[src/design/ace_pkg.sv]
// Shared types, opcodes and constants for the accumulator machine execute block.
package ace_pkg;

  // Data path width and divider sequencing
  localparam int DATA_W    = 32;
  localparam int DIV_STEPS = DATA_W;
  localparam int CNT_W     = $clog2(DIV_STEPS);

  // Opcodes, ASCII coded
  localparam logic [7:0] OP_ADD    = 8'h61;  // 'a'
  localparam logic [7:0] OP_SUB    = 8'h73;  // 's'
  localparam logic [7:0] OP_DIV    = 8'h64;  // 'd'
  localparam logic [7:0] OP_TRAP   = 8'h74;  // 't'
  localparam logic [7:0] OP_NOP    = 8'h6e;  // 'n'
  localparam logic [7:0] OP_JUMP   = 8'h6a;  // 'j'
  localparam logic [7:0] OP_ZJUMP  = 8'h7a;  // 'z'
  localparam logic [7:0] OP_WRITE  = 8'h77;  // 'w'
  localparam logic [7:0] OP_READ   = 8'h72;  // 'r'
  localparam logic [7:0] OP_MEMADD = 8'h6d;  // 'm'
  localparam logic [7:0] OP_INC    = 8'h69;  // 'i'
  localparam logic [7:0] OP_HALT   = 8'h68;  // 'h'

  // Controller states
  typedef enum logic [1:0] {
    ST_IDLE,
    ST_EXEC,
    ST_DIV,
    ST_COMMIT
  } ace_state_t;

  // Controller to datapath
  typedef struct packed {
    logic latch;      // capture the incoming transaction
    logic div_start;  // load divider with operand magnitudes
    logic div_step;   // one restoring divide step
    logic commit;     // update machine state and load output register
  } ace_cmd_t;

  // Datapath to controller
  typedef struct packed {
    logic div_needed;  // live divide with nonzero divisor
    logic out_free;    // output register can take a result this cycle
  } ace_status_t;

  // Two's complement magnitude (most negative value maps to 2**(DATA_W-1))
  function automatic logic [DATA_W-1:0] mag(input logic [DATA_W-1:0] v);
    mag = v[DATA_W-1] ? (~v + {{(DATA_W-1){1'b0}}, 1'b1}) : v;
  endfunction

endpackage

[src/design/ace_ctrl.sv]
// Controller state machine: sequences capture, divide iterations and commit.
module ace_ctrl
  import ace_pkg::*;
(
  input  logic        clk,
  input  logic        rst_n,
  input  logic        in_valid,
  output logic        in_stall,
  input  ace_status_t status,
  output ace_cmd_t    cmd
);

  ace_state_t state_r, state_nxt;
  logic [CNT_W-1:0] cnt_r, cnt_nxt;

  // State and step counter
  always_ff @(posedge clk) begin
    if (!rst_n) begin
      state_r <= ST_IDLE;
      cnt_r   <= '0;
    end else begin
      state_r <= state_nxt;
      cnt_r   <= cnt_nxt;
    end
  end

  // Next state and commands
  always_comb begin
    state_nxt = state_r;
    cnt_nxt   = cnt_r;
    cmd       = '0;
    in_stall  = (state_r != ST_IDLE);
    case (state_r)
      ST_IDLE: begin
        if (in_valid) begin
          cmd.latch = 1'b1;
          state_nxt = ST_EXEC;
        end
      end
      ST_EXEC: begin
        if (status.div_needed) begin
          cmd.div_start = 1'b1;
          cnt_nxt       = '0;
          state_nxt     = ST_DIV;
        end else begin
          state_nxt = ST_COMMIT;
        end
      end
      ST_DIV: begin
        cmd.div_step = 1'b1;
        cnt_nxt      = cnt_r + 1'b1;
        if (cnt_r == CNT_W'(DIV_STEPS - 1)) begin
          state_nxt = ST_COMMIT;
        end
      end
      ST_COMMIT: begin
        if (status.out_free) begin
          cmd.commit = 1'b1;
          state_nxt  = ST_IDLE;
        end
      end
      default: begin
        state_nxt = ST_IDLE;
      end
    endcase
  end

endmodule

[src/design/ace_dpath.sv]
// Datapath: machine registers, operand latch, serial divider and output register.
module ace_dpath
  import ace_pkg::*;
(
  input  logic               clk,
  input  logic               rst_n,
  input  ace_cmd_t           cmd,
  output ace_status_t        status,
  input  logic [7:0]         in_opcode,
  input  logic signed [31:0] in_operand_one,
  input  logic signed [31:0] in_operand_two,
  input  logic signed [31:0] in_mem_read_data,
  input  logic               in_kernel_mode,
  output logic               out_valid,
  input  logic               out_stall,
  output logic [31:0]        out_next_pc,
  output logic signed [31:0] out_acc_value,
  output logic signed [31:0] out_general_value,
  output logic               out_mem_write,
  output logic signed [31:0] out_mem_address,
  output logic signed [31:0] out_mem_write_data,
  output logic               out_exception_raised,
  output logic               out_syscall_raised,
  output logic               out_powered_off
);

  // Architectural state
  logic [31:0]       pc_r, pc_nxt;
  logic [DATA_W-1:0] acc_r, acc_nxt;
  logic [DATA_W-1:0] gen_r, gen_nxt;
  logic              pwr_r, pwr_nxt;

  // Captured transaction
  logic [7:0]        op_r;
  logic [DATA_W-1:0] a_r, b_r, mem_r;
  logic              kern_r;

  // Divider; the partial remainder stays below the divisor magnitude
  logic [DATA_W-1:0] rem_r;
  logic [DATA_W-1:0] quo_r, dvs_r;
  logic              neg_r;
  logic [DATA_W:0]   rem_sh, diff;
  logic [DATA_W-1:0] div_q;

  // Result fields before the output register
  logic [31:0]       step;
  logic              wr, exc, sys;
  logic [31:0]       addr, wdata;
  logic              out_valid_r;

  assign status.div_needed = !pwr_r && (op_r == OP_DIV) && (b_r != '0);
  assign status.out_free   = !out_valid_r || !out_stall;
  assign out_valid         = out_valid_r;

  // Capture the accepted transaction
  always_ff @(posedge clk) begin
    if (cmd.latch) begin
      op_r   <= in_opcode;
      a_r    <= DATA_W'(in_operand_one);
      b_r    <= DATA_W'(in_operand_two);
      mem_r  <= DATA_W'(in_mem_read_data);
      kern_r <= in_kernel_mode;
    end
  end

  // Restoring divide on magnitudes, one quotient bit per step
  assign rem_sh = {rem_r, quo_r[DATA_W-1]};
  assign diff   = rem_sh - {1'b0, dvs_r};
  assign div_q  = neg_r ? (~quo_r + {{(DATA_W-1){1'b0}}, 1'b1}) : quo_r;

  always_ff @(posedge clk) begin
    if (cmd.div_start) begin
      rem_r <= '0;
      quo_r <= mag(a_r);
      dvs_r <= mag(b_r);
      neg_r <= a_r[DATA_W-1] ^ b_r[DATA_W-1];
    end else if (cmd.div_step) begin
      if (!diff[DATA_W]) begin
        rem_r <= diff[DATA_W-1:0];
        quo_r <= {quo_r[DATA_W-2:0], 1'b1};
      end else begin
        rem_r <= rem_sh[DATA_W-1:0];
        quo_r <= {quo_r[DATA_W-2:0], 1'b0};
      end
    end
  end

  // Instruction effects
  always_comb begin
    pc_nxt  = pc_r;
    acc_nxt = acc_r;
    gen_nxt = gen_r;
    pwr_nxt = pwr_r;
    step    = 32'd1;
    wr      = 1'b0;
    exc     = 1'b0;
    sys     = 1'b0;
    addr    = '0;
    wdata   = '0;
    if (!pwr_r) begin
      case (op_r)
        OP_ADD: acc_nxt = a_r + b_r;
        OP_SUB: acc_nxt = a_r - b_r;
        OP_DIV: begin
          if (b_r == '0) begin
            exc  = 1'b1;
            step = '0;
          end else begin
            acc_nxt = div_q;
          end
        end
        OP_TRAP: begin
          sys     = 1'b1;
          gen_nxt = a_r;
        end
        OP_JUMP: step = 32'(a_r);
        OP_ZJUMP: begin
          if (acc_r == '0) begin
            step = 32'(a_r);
          end
        end
        OP_WRITE: begin
          wr    = 1'b1;
          addr  = 32'(a_r);
          wdata = 32'(acc_r);
        end
        OP_READ: begin
          addr    = 32'(a_r);
          acc_nxt = mem_r;
        end
        OP_MEMADD: begin
          addr    = 32'(b_r);
          acc_nxt = mem_r + a_r;
        end
        OP_INC: acc_nxt = acc_r + a_r;
        OP_HALT: begin
          step = '0;
          if (kern_r) begin
            pwr_nxt = 1'b1;
          end else begin
            exc = 1'b1;
          end
        end
        default: step = 32'd1;
      endcase
      pc_nxt = pc_r + step;
    end
  end

  // Machine state and output valid
  always_ff @(posedge clk) begin
    if (!rst_n) begin
      pc_r        <= '0;
      acc_r       <= '0;
      gen_r       <= '0;
      pwr_r       <= 1'b0;
      out_valid_r <= 1'b0;
    end else if (cmd.commit) begin
      pc_r        <= pc_nxt;
      acc_r       <= acc_nxt;
      gen_r       <= gen_nxt;
      pwr_r       <= pwr_nxt;
      out_valid_r <= 1'b1;
    end else if (out_valid_r && !out_stall) begin
      out_valid_r <= 1'b0;
    end
  end

  // Output register payload
  always_ff @(posedge clk) begin
    if (cmd.commit) begin
      out_next_pc          <= pc_nxt;
      out_acc_value        <= 32'(acc_nxt);
      out_general_value    <= 32'(gen_nxt);
      out_mem_write        <= wr;
      out_mem_address      <= addr;
      out_mem_write_data   <= wdata;
      out_exception_raised <= exc;
      out_syscall_raised   <= sys;
      out_powered_off      <= pwr_nxt;
    end
  end

endmodule

[src/design/accumulator_cpu_execute.sv]
// Top level of the accumulator machine execute block.
// Executes one instruction per input transaction and returns one result transaction
// with the updated PC, accumulator and general register plus memory and interrupt lines.
// One instruction is in flight at a time. Most results pass the decode and commit states
// before they reach the output register, and the next transaction is taken once the
// controller is back in idle; a divide with a nonzero divisor loads the divider in decode
// and adds 32 steps of the restoring divider, which retires one quotient bit per cycle.
// The output register lets the next transaction be accepted and executed while a
// result still waits; commit waits only if that register still holds a stalled result.
// After a privileged halt the machine holds its state and every further instruction
// returns that state with powered_off set.
module accumulator_cpu_execute
  import ace_pkg::*;
(
  input  logic               clk,
  input  logic               rst_n,
  input  logic               in_valid,
  output logic               in_stall,
  input  logic [7:0]         in_opcode,
  input  logic signed [31:0] in_operand_one,
  input  logic signed [31:0] in_operand_two,
  input  logic signed [31:0] in_mem_read_data,
  input  logic               in_kernel_mode,
  output logic               out_valid,
  input  logic               out_stall,
  output logic [31:0]        out_next_pc,
  output logic signed [31:0] out_acc_value,
  output logic signed [31:0] out_general_value,
  output logic               out_mem_write,
  output logic signed [31:0] out_mem_address,
  output logic signed [31:0] out_mem_write_data,
  output logic               out_exception_raised,
  output logic               out_syscall_raised,
  output logic               out_powered_off
);

  ace_cmd_t    cmd;
  ace_status_t status;

  // Sequencer
  ace_ctrl u_ctrl (
    .clk      (clk),
    .rst_n    (rst_n),
    .in_valid (in_valid),
    .in_stall (in_stall),
    .status   (status),
    .cmd      (cmd)
  );

  // Registers, divider and output stage
  ace_dpath u_dpath (
    .clk                  (clk),
    .rst_n                (rst_n),
    .cmd                  (cmd),
    .status               (status),
    .in_opcode            (in_opcode),
    .in_operand_one       (in_operand_one),
    .in_operand_two       (in_operand_two),
    .in_mem_read_data     (in_mem_read_data),
    .in_kernel_mode       (in_kernel_mode),
    .out_valid            (out_valid),
    .out_stall            (out_stall),
    .out_next_pc          (out_next_pc),
    .out_acc_value        (out_acc_value),
    .out_general_value    (out_general_value),
    .out_mem_write        (out_mem_write),
    .out_mem_address      (out_mem_address),
    .out_mem_write_data   (out_mem_write_data),
    .out_exception_raised (out_exception_raised),
    .out_syscall_raised   (out_syscall_raised),
    .out_powered_off      (out_powered_off)
  );

endmodule

[config.mk]
export PLATFORM = sky130hd
export DESIGN_NAME = accumulator_cpu_execute
export DESIGN_NICKNAME = d
export VERILOG_FILES = /design/src/design/ace_pkg.sv /design/src/design/ace_ctrl.sv /design/src/design/ace_dpath.sv /design/src/design/accumulator_cpu_execute.sv
export SDC_FILE = /design/constraint.sdc
export NUM_CORES = 1
export LEC_CHECK = 0
export BUFFER_PORTS_ARGS = -buffer_cell sky130_fd_sc_hd__buf_4
export CAP_MARGIN = 20
export CORE_ASPECT_RATIO = 1.4
export CORE_MARGIN = 2
export CORE_UTILIZATION = 45
export CTS_CLUSTER_DIAMETER = 80
export DETAILED_ROUTE_END_ITERATION = 12
export SYNTH_ARGS = -nofsm -noshare
export SYNTH_HDL_FRONTEND = slang
export SYNTH_SLANG_ARGS = --single-unit
export TNS_END_PERCENT = 1
[constraint.sdc]
create_clock -name clk -period 9.7 [get_ports clk]
set_clock_uncertainty 0.05 [all_clocks]
set_input_delay 0.97 -clock clk [delete_from_list [all_inputs] [get_ports clk]]
set_output_delay 0.97 -clock clk [all_outputs]
set_load 0.05 [all_outputs]
## Word level (Yosys, flattened, before mapping)

Index checks and enable logic that the tools add are counted.

| word-level totals | value |
|---|---|
| bits in registers | 471 |
| bits of input ports | 109 |
| output and inout port bits | 166 |
| word-level logic and storage cells | 121 |

| cells by class | value |
|---|---|
| add/subtract/negate cells | 10 |
| equality and inequality tests | 19 |
| multiplexer cells | 42 |
| bitwise operators | 5 |
| reductions and logical operators | 19 |

Operators by type and width:

| kind | count |
|---|---|
| $mux W32 | 12 |
| $pmux W32 S6 | 1 |
| $add A32 B32 Y32 | 4 |
| $pmux W32 S4 | 1 |
| $add A32 B1 Y32 const B | 3 |
| $not A32 Y32 | 3 |
| $eq A8 B7 Y1 const B | 11 |
| $logic_not A32 Y1 | 2 |
| $pmux W32 S2 | 1 |
| $sub A33 B32 Y33 | 1 |
| $reduce_bool A32 Y1 | 1 |
| $sub A32 B32 Y32 | 1 |
| $mux W31 | 1 |
| $mux W1 | 19 |
| $pmux W5 S2 | 1 |
| $pmux W2 S4 | 1 |
| $reduce_bool A2 Y1 | 4 |
| $mux W2 | 3 |
| $ne A2 B2 Y1 const B | 3 |
| $add A5 B1 Y5 const B | 1 |
| $eq A5 B5 Y1 const B | 1 |
| $mux W5 | 1 |
| $eq A2 B2 Y1 const B | 2 |
| $reduce_or A2 Y1 | 2 |
| other kinds (11) | 15 |

## Logic depth before layout (Yosys ltp)

Gate-level depths: netlist of the first run.

| depth | value |
|---|---|
| depth after elaboration | 6 |
| mapped depth | 22 |
| mapped depth without buffers | 21 |

## Cells and area by module

A second synthesis of the first run with hierarchy kept.

| second synthesis, totals | value |
|---|---|
| cells, all modules | 2609 |
| area, all modules | 26150.1 µm² |

Modules (own cells, without submodules):

| module | instances | cells an instance | area each (µm²) | sequential area each (µm²) |
|---|---|---|---|---|
| ace_dpath | 1 | 2557 | 25712.2 | 12632.1 |
| ace_ctrl | 1 | 52 | 437.9 | 140.1 |

## Worst setup path after synthesis of the first run

Ideal clock, no wire load.

| timing path | value |
|---|---|
| path kind | input-to-reg |
| from | input port out_stall |
| to | register u_dpath.out_acc_value[0] (enable) |
| library setup time | 591 ps |
| arrival time | 5846 ps |
| required time | 9059 ps |
| slack | 3213 ps |
| stages | 4 |
| buffers on the path | 1 |
| path through | nand2_1 nand2_1 inv_2 clkbuf_1 |

RTL lines:

| element | RTL line | source |
|---|---|---|
| start: declaration | accumulator_cpu_execute.sv:25 | `input logic out_stall,` |
| end signal: assignment | ace_dpath.sv:173 | `out_acc_value <= 32'(acc_nxt);` |
| end: declaration | ace_dpath.sv:17 | `output logic signed [31:0] out_acc_value,` |

## Worst setup path in the final report of the first run

| timing path | value |
|---|---|
| from | register u_dpath.op_r[7] |
| to | register u_dpath.acc_r[28] |

| between the ends | value |
|---|---|
| word-level cells in the longest chain between the ends | 3 |
| elaborated cells between the ends (all ways) | 8 |
| classes of those cells | 6 x eq/ne; 2 x mux |

RTL lines:

| element | RTL line | source |
|---|---|---|
| start: declaration | ace_dpath.sv:34 | `logic [7:0] op_r;` |
| start signal: assignment | ace_dpath.sv:58 | `op_r <= in_opcode;` |
| $eq A8 B7 Y1 | ace_dpath.sv:101 | `case (op_r)` |
| $pmux W32 S6 * | ace_dpath.sv:101 |  |
| $mux W32 * | ace_dpath.sv:100 | `if (!pwr_r) begin` |
| end signal: assignment | ace_dpath.sv:160 | `acc_r <= acc_nxt;` |
| end: declaration | ace_dpath.sv:29 | `logic [DATA_W-1:0] acc_r, acc_nxt;` |

Mark *: on every way between the ends. The rest lies on a longest branch, timed or not.
A chain may end at the register's enable or synchronous reset.

==> impl_metrics.env, run 1 <==
export IMPL_clockPowerShare_pct=27.2
export IMPL_wl_per_cell_um=23.85
export IMPL_regToRegEndpoint="u_dpath.acc_r[28]"
export IMPL_rsz0062_at_grt="false"
export IMPL_worst_endpoint_arrival_ns=6.32
export IMPL_cts_resized_gates=0
export IMPL_yosys_most_used_dff="edfxtp_1"
export IMPL_end_kind="flop"
export IMPL_ir_drop_mv=0.1420
export IMPL_setup_tns_ns=0
export IMPL_rrSetupSlack_ns=3.83
export IMPL_p_per_area_nw_per_um2=245.1
export IMPL_layout_min_cycle_time_ns=5.867
export IMPL_p_int_mw=4.679
export IMPL_path_clk_slew_ns=0.06
export IMPL_cts_root_buf="clkbuf_16"
export IMPL_drc=0
export IMPL_drtAntennaViolNets=0
export IMPL_cpPeakStageDelay_ns=0.61
export IMPL_slowest_stage="and2_2"
export IMPL_post_cts_buffers=0
export IMPL_p_sw_share_pct=37.67
export IMPL_ys_ff_latch=471
export IMPL_start_util_pct=45.44
export IMPL_dp_hpwl_um=62380
export IMPL_antenna_cells=0
export IMPL_finalSetupViolCount=0
export IMPL_seqCellArea_um2=12780
export IMPL_worstSkewPairLatency_ns=0.61
export IMPL_hold_violations=0
export IMPL_finalNetCount=3063
export IMPL_place_gp_congestion=0.9711
export IMPL_tritoncts="yes"
export IMPL_via_per_inst=5.912
export IMPL_drt_initial_drc_count=2187
export IMPL_hold_path_class="reg -> reg"
export IMPL_synth_area_um2=26080
export IMPL_slew_violations=0
export IMPL_first_pass_iters=9
export IMPL_worstPathMaxFanout=32
export IMPL_multi_input_area_um2=12490
export IMPL_drv_cap=0
export IMPL_fmax_ghz=0.1704
export IMPL_dieArea_um2=59910
export IMPL_core_area_um2=57390
export IMPL_cp_cell_sequence="and3b_1 > nand3_1 > nor2_1 > buf_4 > and2_2 > a222oi_1 > a21oi_1 > fa_1 > a21o_1 > a211oi_1 > o31ai_1 > o21ai_0 > o31ai_1 > a31oi_1 > o41ai_1 > xnor2_1 > o221ai_1 > o221a_2"
export IMPL_grt_util_all_layers_pct=27.96
export IMPL_seq_power_share_pct=38.8
export IMPL_drt_total_wl_um=86400
export IMPL_synth_nets=2835
export IMPL_total_leakage_power_nw=11.96
export IMPL_worstSetupStartpoint="u_dpath.op_r[7]"
export IMPL_area_growth_synth_to_final_pct=17.46
export IMPL_yosys_warnings=0
export IMPL_antenna_found_initial=1
export IMPL_avgSynthCellArea_um2=9.983
export IMPL_clock_sinks=471
export IMPL_portBuffers=274
export IMPL_whs_ns=0.4146
export IMPL_outcome="finished, final reports clean"
export IMPL_crit_type="reg -> reg"
export IMPL_final_period_utilization_pct=60.48
export IMPL_maxSlewHeadroom_pct=26.41
export IMPL_ff2ff_path_depth=18
export IMPL_cts_buffers=49
export IMPL_grt_pass1_vias=21190
export IMPL_num_vias=21420
export IMPL_holdBufCountCts=0
export IMPL_crit_path_start_kind="flop"
export IMPL_nFillCells=5121
export IMPL_io_pins=275
export IMPL_synth_edf_count=334
export IMPL_grt_pass1_wl_um=128100
export IMPL_setup_worst_path_end="u_dpath.acc_r[28]"
export IMPL_tightest_slew_ns=1.104
export IMPL_reg2reg_from="u_dpath.op_r[7]"
export IMPL_die_h_um=288.8
export IMPL_overflow=0
export IMPL_ys_async_sr_fraction_pct=0
export IMPL_synthDistinctLibCells=79
export IMPL_cts_htree_levels=2
export IMPL_grt_max_degree=101
export IMPL_die_w_um=207.4
export IMPL_drive_gt1_share_pct=16.24
export IMPL_cts_path_max_buffers=3
export IMPL_syn_inst=2612
export IMPL_worst_ep_required_time_ns=10.15
export IMPL_rows=104
export IMPL_p_switching_mw=2.828
export IMPL_synth_seq_area_share_pct=48.98
export IMPL_critPathMostFrequentCell="o31ai_1"
export IMPL_combinationalPowerShare_pct=34.0
## critical path: cells and delay by family, from the launching register on
family | cells | cell delay [ns]
adder cells (fa/ha/maj) | 1 | 0.26
AO/OA/AOI/OAI | 11 | 3.36
XOR/XNOR | 1 | 0.18
flip-flops | 1 | 0.35
buffers and inverters | 1 | 0.26
AND/OR/NAND/NOR | 4 | 1.30
## layout by cell type (no fill, tap or decap), types with 34 or more instances in the layout
master / instances
and2_1: 78
a21oi_1: 132
a21boi_0: 48
mux2_2: 36
a21o_1: 37
edfxtp_1: 334
xor2_1: 82
clkbuf_16: 51
nand2_1: 326
ha_1: 111
inv_1: 77
o31ai_1: 34
buf_4: 315
dfxtp_1: 136
nor2_1: 166
o21ai_0: 252
a22oi_1: 43
xnor2_1: 96
## state kept, by name, indices dropped and copies added (netlist names), 2 cells and up
register and cells:
u_dpath.a_r 32, u_dpath.acc_r 32, u_dpath.b_r 32, u_dpath.dvs_r 32
u_dpath.gen_r 32, u_dpath.mem_r 32, u_dpath.out_acc_value 32, u_dpath.out_general_value 32
u_dpath.out_mem_address 32, u_dpath.out_mem_write_data 32, u_dpath.out_next_pc 32, u_dpath.pc_r 32
u_dpath.quo_r 32, u_dpath.rem_r 32, u_dpath.op_r 8, u_ctrl.cnt_r 5
u_ctrl.state_r 2
## power groups by stage
stage	sequential (mW)	combinational (mW)	clock (mW)
3_3_place_gp	2.94	2.51	0
4_1_cts	2.91	2.54	2.09
6_report	2.91	2.55	2.04
2_1_floorplan	3.03	1.60	0
5_1_grt	2.94	2.79	2.16
3_5_place_dp	2.94	2.52	0
## stage by stage
step | power (mW) | area [µm²] | instances | setup slack (ns) | utilization (%)
after floorplan | 4.633 | 26080 | 2612 | 3.213 | -
after global routing | 7.885 | 30630 | 3623 | 3.381 | 53.37
final | 7.507 | 30630 | 3623 | 3.833 | 53.37
after CTS | 7.529 | 30620 | 3622 | 3.811 | 53.35
after detailed placement | 5.464 | 28870 | 3530 | 3.837 | 50.31
after global placement | 5.445 | 28870 | 3530 | 3.929 | 50.31
## area by class of cell
| class | instances | area share, % |
|---|---|---|
| multi-input cells | 1921 | 40.77 |
| clock buffers | 64 | 4.457 |
| clock inverters | 28 | 1.250 |
| well taps | 742 | 3.031 |
| flip-flops and latches | 471 | 41.71 |
| repair buffers | 316 | 7.758 |
| inverters | 81 | 1.017 |
## per-layer routing
layer  wire, µm  vias up  part of all wire, %  track usage [%]
met3       5008      187                  5.8            4.228
met2      42890      745                   50            48.99
met1      34220    10440                   40            33.82
li1           -    10050                    -                -
met4       4284        0                  5.0            13.43
met5          0        -                    0                0
## synthesized netlist by cell type, types with 12 or more instances
library cell	instances	area, µm²
nand4_1	19	118.9
o21ai_0	253	1266
xnor2_1	97	849.6
a21boi_0	48	360.4
nand3_1	30	150.1
a21oi_1	132	660.6
o21a_1	24	180.2
a221o_1	13	130.1
o31ai_1	34	255.2
inv_1	77	289.0
mux2i_1	27	270.3
buf_1	12	45.04
nor2b_1	22	137.6
and2_1	80	500.5
clkbuf_1	119	446.7
mux2_2	36	405.4
or3_1	26	162.7
xor2_1	82	718.2
nor2_1	167	626.9
nor3b_1	17	127.6
a22oi_1	43	322.8
edfxtp_1	334	10030
nand2_1	327	1227
nor3_1	33	165.2
ha_1	111	1389
o41ai_1	12	105.1
a211oi_1	12	90.09
a222oi_1	17	170.2
nor4_1	15	93.84
dfxtp_1	137	2743
and3_1	12	75.07
a21o_1	37	277.8
a31oi_1	25	156.4
nand2b_1	19	118.9
## worst min-delay path by stage
stage,start,to,slack [ns],cells past startpoint
2_1_floorplan,u_dpath.gen_r[0],u_dpath.gen_r[0],0.39,2
3_5_place_dp,u_dpath.gen_r[31],u_dpath.gen_r[31],0.41,2
3_3_place_gp,u_dpath.gen_r[31],u_dpath.gen_r[31],0.40,2
4_1_cts,u_dpath.gen_r[6],u_dpath.gen_r[6],0.42,2
5_1_grt,u_dpath.gen_r[16],u_dpath.gen_r[16],0.44,2
6_report,u_dpath.gen_r[6],u_dpath.gen_r[6],0.41,2
## cell families after synthesis
kind of cell | synth area share [%]
DFF | 48.98
and+or+nand+nor | 14.66
buffers and inverters | 3.263
muxes | 2.591
xor gates and xnor gates | 6.012
adders and majority gates | 5.557
AOI/OAI and AO/OA | 18.93
Power figures use the tool's default switching activity.
==> inputs of run 2 (changes only) <==
- ABC_AREA: unset -> 1
- clock period: 9.7 -> 6 ns (I/O delays scaled with it)
==> run 2 against run 1 <==
Compared with the run above:
- die area is 8.7% higher
- area after synthesis grew 8.8%
- worst hold slack lost 0.32 ns
- critical path depth grew 2
- utilization is 0.37 points lower
- sequential share of layout area fell by 2.9 points
- via count grew 18%
- combinational power rose by 56%
- largest cell class is now multi-input combinational cells
- largest power group unchanged
==> impl_metrics.env, run 2 <==
export IMPL_finalSetupViolCount=0
export IMPL_cpPeakStageDelay_ns=0.79
export IMPL_ys_ff_latch=471
export IMPL_worst_endpoint_arrival_ns=5.45
export IMPL_avgSynthCellArea_um2=7.933
export IMPL_crit_path_start_kind="flop"
export IMPL_layout_cells_most_common_list="757 x nand2_1, 480 x inv_1, 403 x nor2_1"
export IMPL_p_switching_mw=4.806
export IMPL_tightest_slew_ns=1.204
export IMPL_grt_max_degree=75
export IMPL_num_vias=25370
export IMPL_post_route_util_pct=53.00
export IMPL_hold_path_class="in -> reg"
export IMPL_outcome="finished, final reports clean"
export IMPL_setup_tns_ns=0
export IMPL_cts_root_buf="clkbuf_16"
export IMPL_slowest_stage="nor2_2"
export IMPL_wl_per_cell_um=21.61
export IMPL_cts_path_max_buffers=3
export IMPL_via_per_inst=5.412
export IMPL_multi_input_area_um2=13180
export IMPL_drive_gt1_share_pct=13.98
export IMPL_overflow=0
export IMPL_hold_violations=0
export IMPL_p_int_mw=7.196
export IMPL_layout_min_cycle_time_ns=5.118
export IMPL_holdBufCountCts=0
export IMPL_rsz0062_at_grt="false"
export IMPL_worstSkewPairLatency_ns=0.63
export IMPL_critPathMostFrequentCell="nand2_1"
export IMPL_cp_cell_sequence="inv_1 > nand2_1 > nor2_2 > nand4_1 > nor2_2 > buf_4 > a221oi_1 > a21oi_1 > ha_1 > nand2_1 > nand2_1 > a21oi_1 > inv_1 > o21ai_0 > nand3_1 > or2_2 > nand3_1 > nand3b_1 > nand2_1 > inv_1"
export IMPL_worstPathMaxFanout=8
export IMPL_p_sw_share_pct=40.04
export IMPL_post_cts_buffers=0
export IMPL_syn_inst=3577
export IMPL_core_area_um2=62160
export IMPL_portBuffers=274
export IMPL_ff2ff_path_depth=20
export IMPL_p_per_area_nw_per_um2=364.3
export IMPL_path_clk_slew_ns=0.07
export IMPL_clock_sinks=471
export IMPL_tritoncts="yes"
export IMPL_end_kind="flop"
export IMPL_drt_initial_drc_count=1913
export IMPL_synthDistinctLibCells=61
export IMPL_synth_top_area_share_pct=35.35
export IMPL_drc=0
export IMPL_dp_cells=4596
export IMPL_die_w_um=216.2
export IMPL_synth_cells_most_frequent="759 x nand2_1, 483 x inv_1, 407 x nor2_1"
export IMPL_grt_pass1_vias=25030
export IMPL_cts_buffers=49
export IMPL_worst_ep_required_time_ns=6.33
export IMPL_synth_area_leaders="edfxtp_1 35%, nand2_1 10%, dfxtp_1 9.7%"
export IMPL_nFillCells=6148
export IMPL_drv_cap=0
export IMPL_crit_type="reg -> reg"
export IMPL_cts_htree_levels=2
export IMPL_maxSlewHeadroom_pct=19.00
export IMPL_finalNonFillerCells=4687
export IMPL_cts_resized_gates=0
export IMPL_place_gp_congestion=0.9806
export IMPL_yosys_most_used_dff="edfxtp_1"
export IMPL_seq_power_share_pct=39.9
export IMPL_seqCellArea_um2=12770
export IMPL_synth_seq_area_share_pct=45.01
export IMPL_final_common_cell="nand2_1"
export IMPL_place_ws_ns=0.9783
export IMPL_first_pass_iters=7
export IMPL_dp_hpwl_um=77890
export IMPL_total_leakage_power_nw=14.38
export IMPL_synth_edf_count=334
export IMPL_synth_nets=3800
export IMPL_grt_pass1_wl_um=149100
export IMPL_final_period_utilization_pct=85.29
export IMPL_slew_violations=0
export IMPL_dieArea_um2=65110
export IMPL_clockPowerShare_pct=26.9
export IMPL_whs_ns=0.09628
export IMPL_synth_area_um2=28380
export IMPL_die_h_um=301.1
export IMPL_area_growth_synth_to_final_pct=16.10
export IMPL_start_util_pct=45.65
export IMPL_yosys_warnings=0
export IMPL_min_path_cells=1
export IMPL_drtAntennaViolNets=0
export IMPL_yosysMostFrequentCell="nand2_1"
export IMPL_finalNetCount=4045
export IMPL_rows=108
export IMPL_ys_async_sr_fraction_pct=0
export IMPL_antenna_cells=0
export IMPL_drt_total_wl_um=101300
export IMPL_io_pins=275
export IMPL_ir_drop_mv=0.2274
export IMPL_grt_util_all_layers_pct=30.40
export IMPL_fmax_ghz=0.1954
export IMPL_synth_largest_area_cell="edfxtp_1"
export IMPL_combinationalPowerShare_pct=33.2
export IMPL_antenna_found_initial=0
export IMPL_worst_slack_ns=0.8825
==> run 2: cell types whose count changed in the layout (fill, tap and decap cells not counted), moves of 50 or more <==
cell	before	now
and2_1	78	3
nand3_1	29	192
inv_1	77	480
xnor2_1	96	19
nand2_1	326	757
a21oi_1	132	218
o21ai_1	0	50
nor2_1	166	403
==> run 2: final timing paths <==
path	startpoint	to	slack, ns
max	u_dpath.op_r[4]	u_dpath.out_acc_value[20]	0.88
min	in_operand_one[14]	u_dpath.a_r[14]	0.1
max reg2reg	u_dpath.op_r[4]	u_dpath.out_acc_value[20]	0.88
min reg2reg	u_dpath.pc_r[0]	u_dpath.pc_r[0]	0.42
==> run 2: power groups by stage <==
| stage | registers [mW] | clock network [mW] | logic (mW) |
|---|---|---|---|
| 4_1_cts | 4.78 | 3.27 | 3.98 |
| 3_5_place_dp | 4.84 | 0 | 3.96 |
| 5_1_grt | 4.84 | 3.39 | 4.39 |
| 6_report | 4.79 | 3.22 | 3.99 |
| 2_1_floorplan | 5.02 | 0 | 2.39 |
| 3_3_place_gp | 4.85 | 0 | 3.96 |
==> run 2: logic make-up (layout without fill, tap and decap cells) <==
group / Yosys count / count (layout) / synth area share [%]
XOR/XNOR: 100 / 100 / 3.087
flip-flops: 471 / 471 / 45.01
AND/OR/NAND/NOR: 1540 / 1540 / 23.04
AO/OA/AOI/OAI: 726 / 726 / 15.11
adder cells (fa/ha/maj): 114 / 114 / 5.106
buffers and inverters: 626 / 911 / 8.651
==> run 2: routing by layer <==
layer  share of wire, %  global-route usage (%)
met1                 38                   34.24
met2                 51                   55.56
met3                4.7                   3.631
met5                  0                       0
met4                6.1                   16.94
==> run 2: stage by stage <==
stage / power, mW / area [µm²]
2_1_floorplan: 7.409 / 28380
3_5_place_dp: 8.804 / 31280
6_report: 12.00 / 32940
5_1_grt: 12.61 / 32940
4_1_cts: 12.04 / 32940
3_3_place_gp: 8.810 / 31280
==> run 2: final cells by class <==
| type | instances | area share (%) |
|---|---|---|
| repair buffers | 318 | 7.284 |
| flip-flops and latches | 471 | 38.77 |
| clock buffers | 58 | 3.919 |
| multi-input cells | 2480 | 40.00 |
| clock inverters | 33 | 1.136 |
| well taps | 825 | 3.133 |
| inverters | 502 | 5.750 |
==> run 2: worst max-delay path, delay by kind of cell, from the launching register on <==
family,cells,cell delay [ns]
compound gates,4,1.01
fa+ha+maj,1,0.31
buf+inv,4,0.44
flops,1,0.46
simple gates,11,2.60
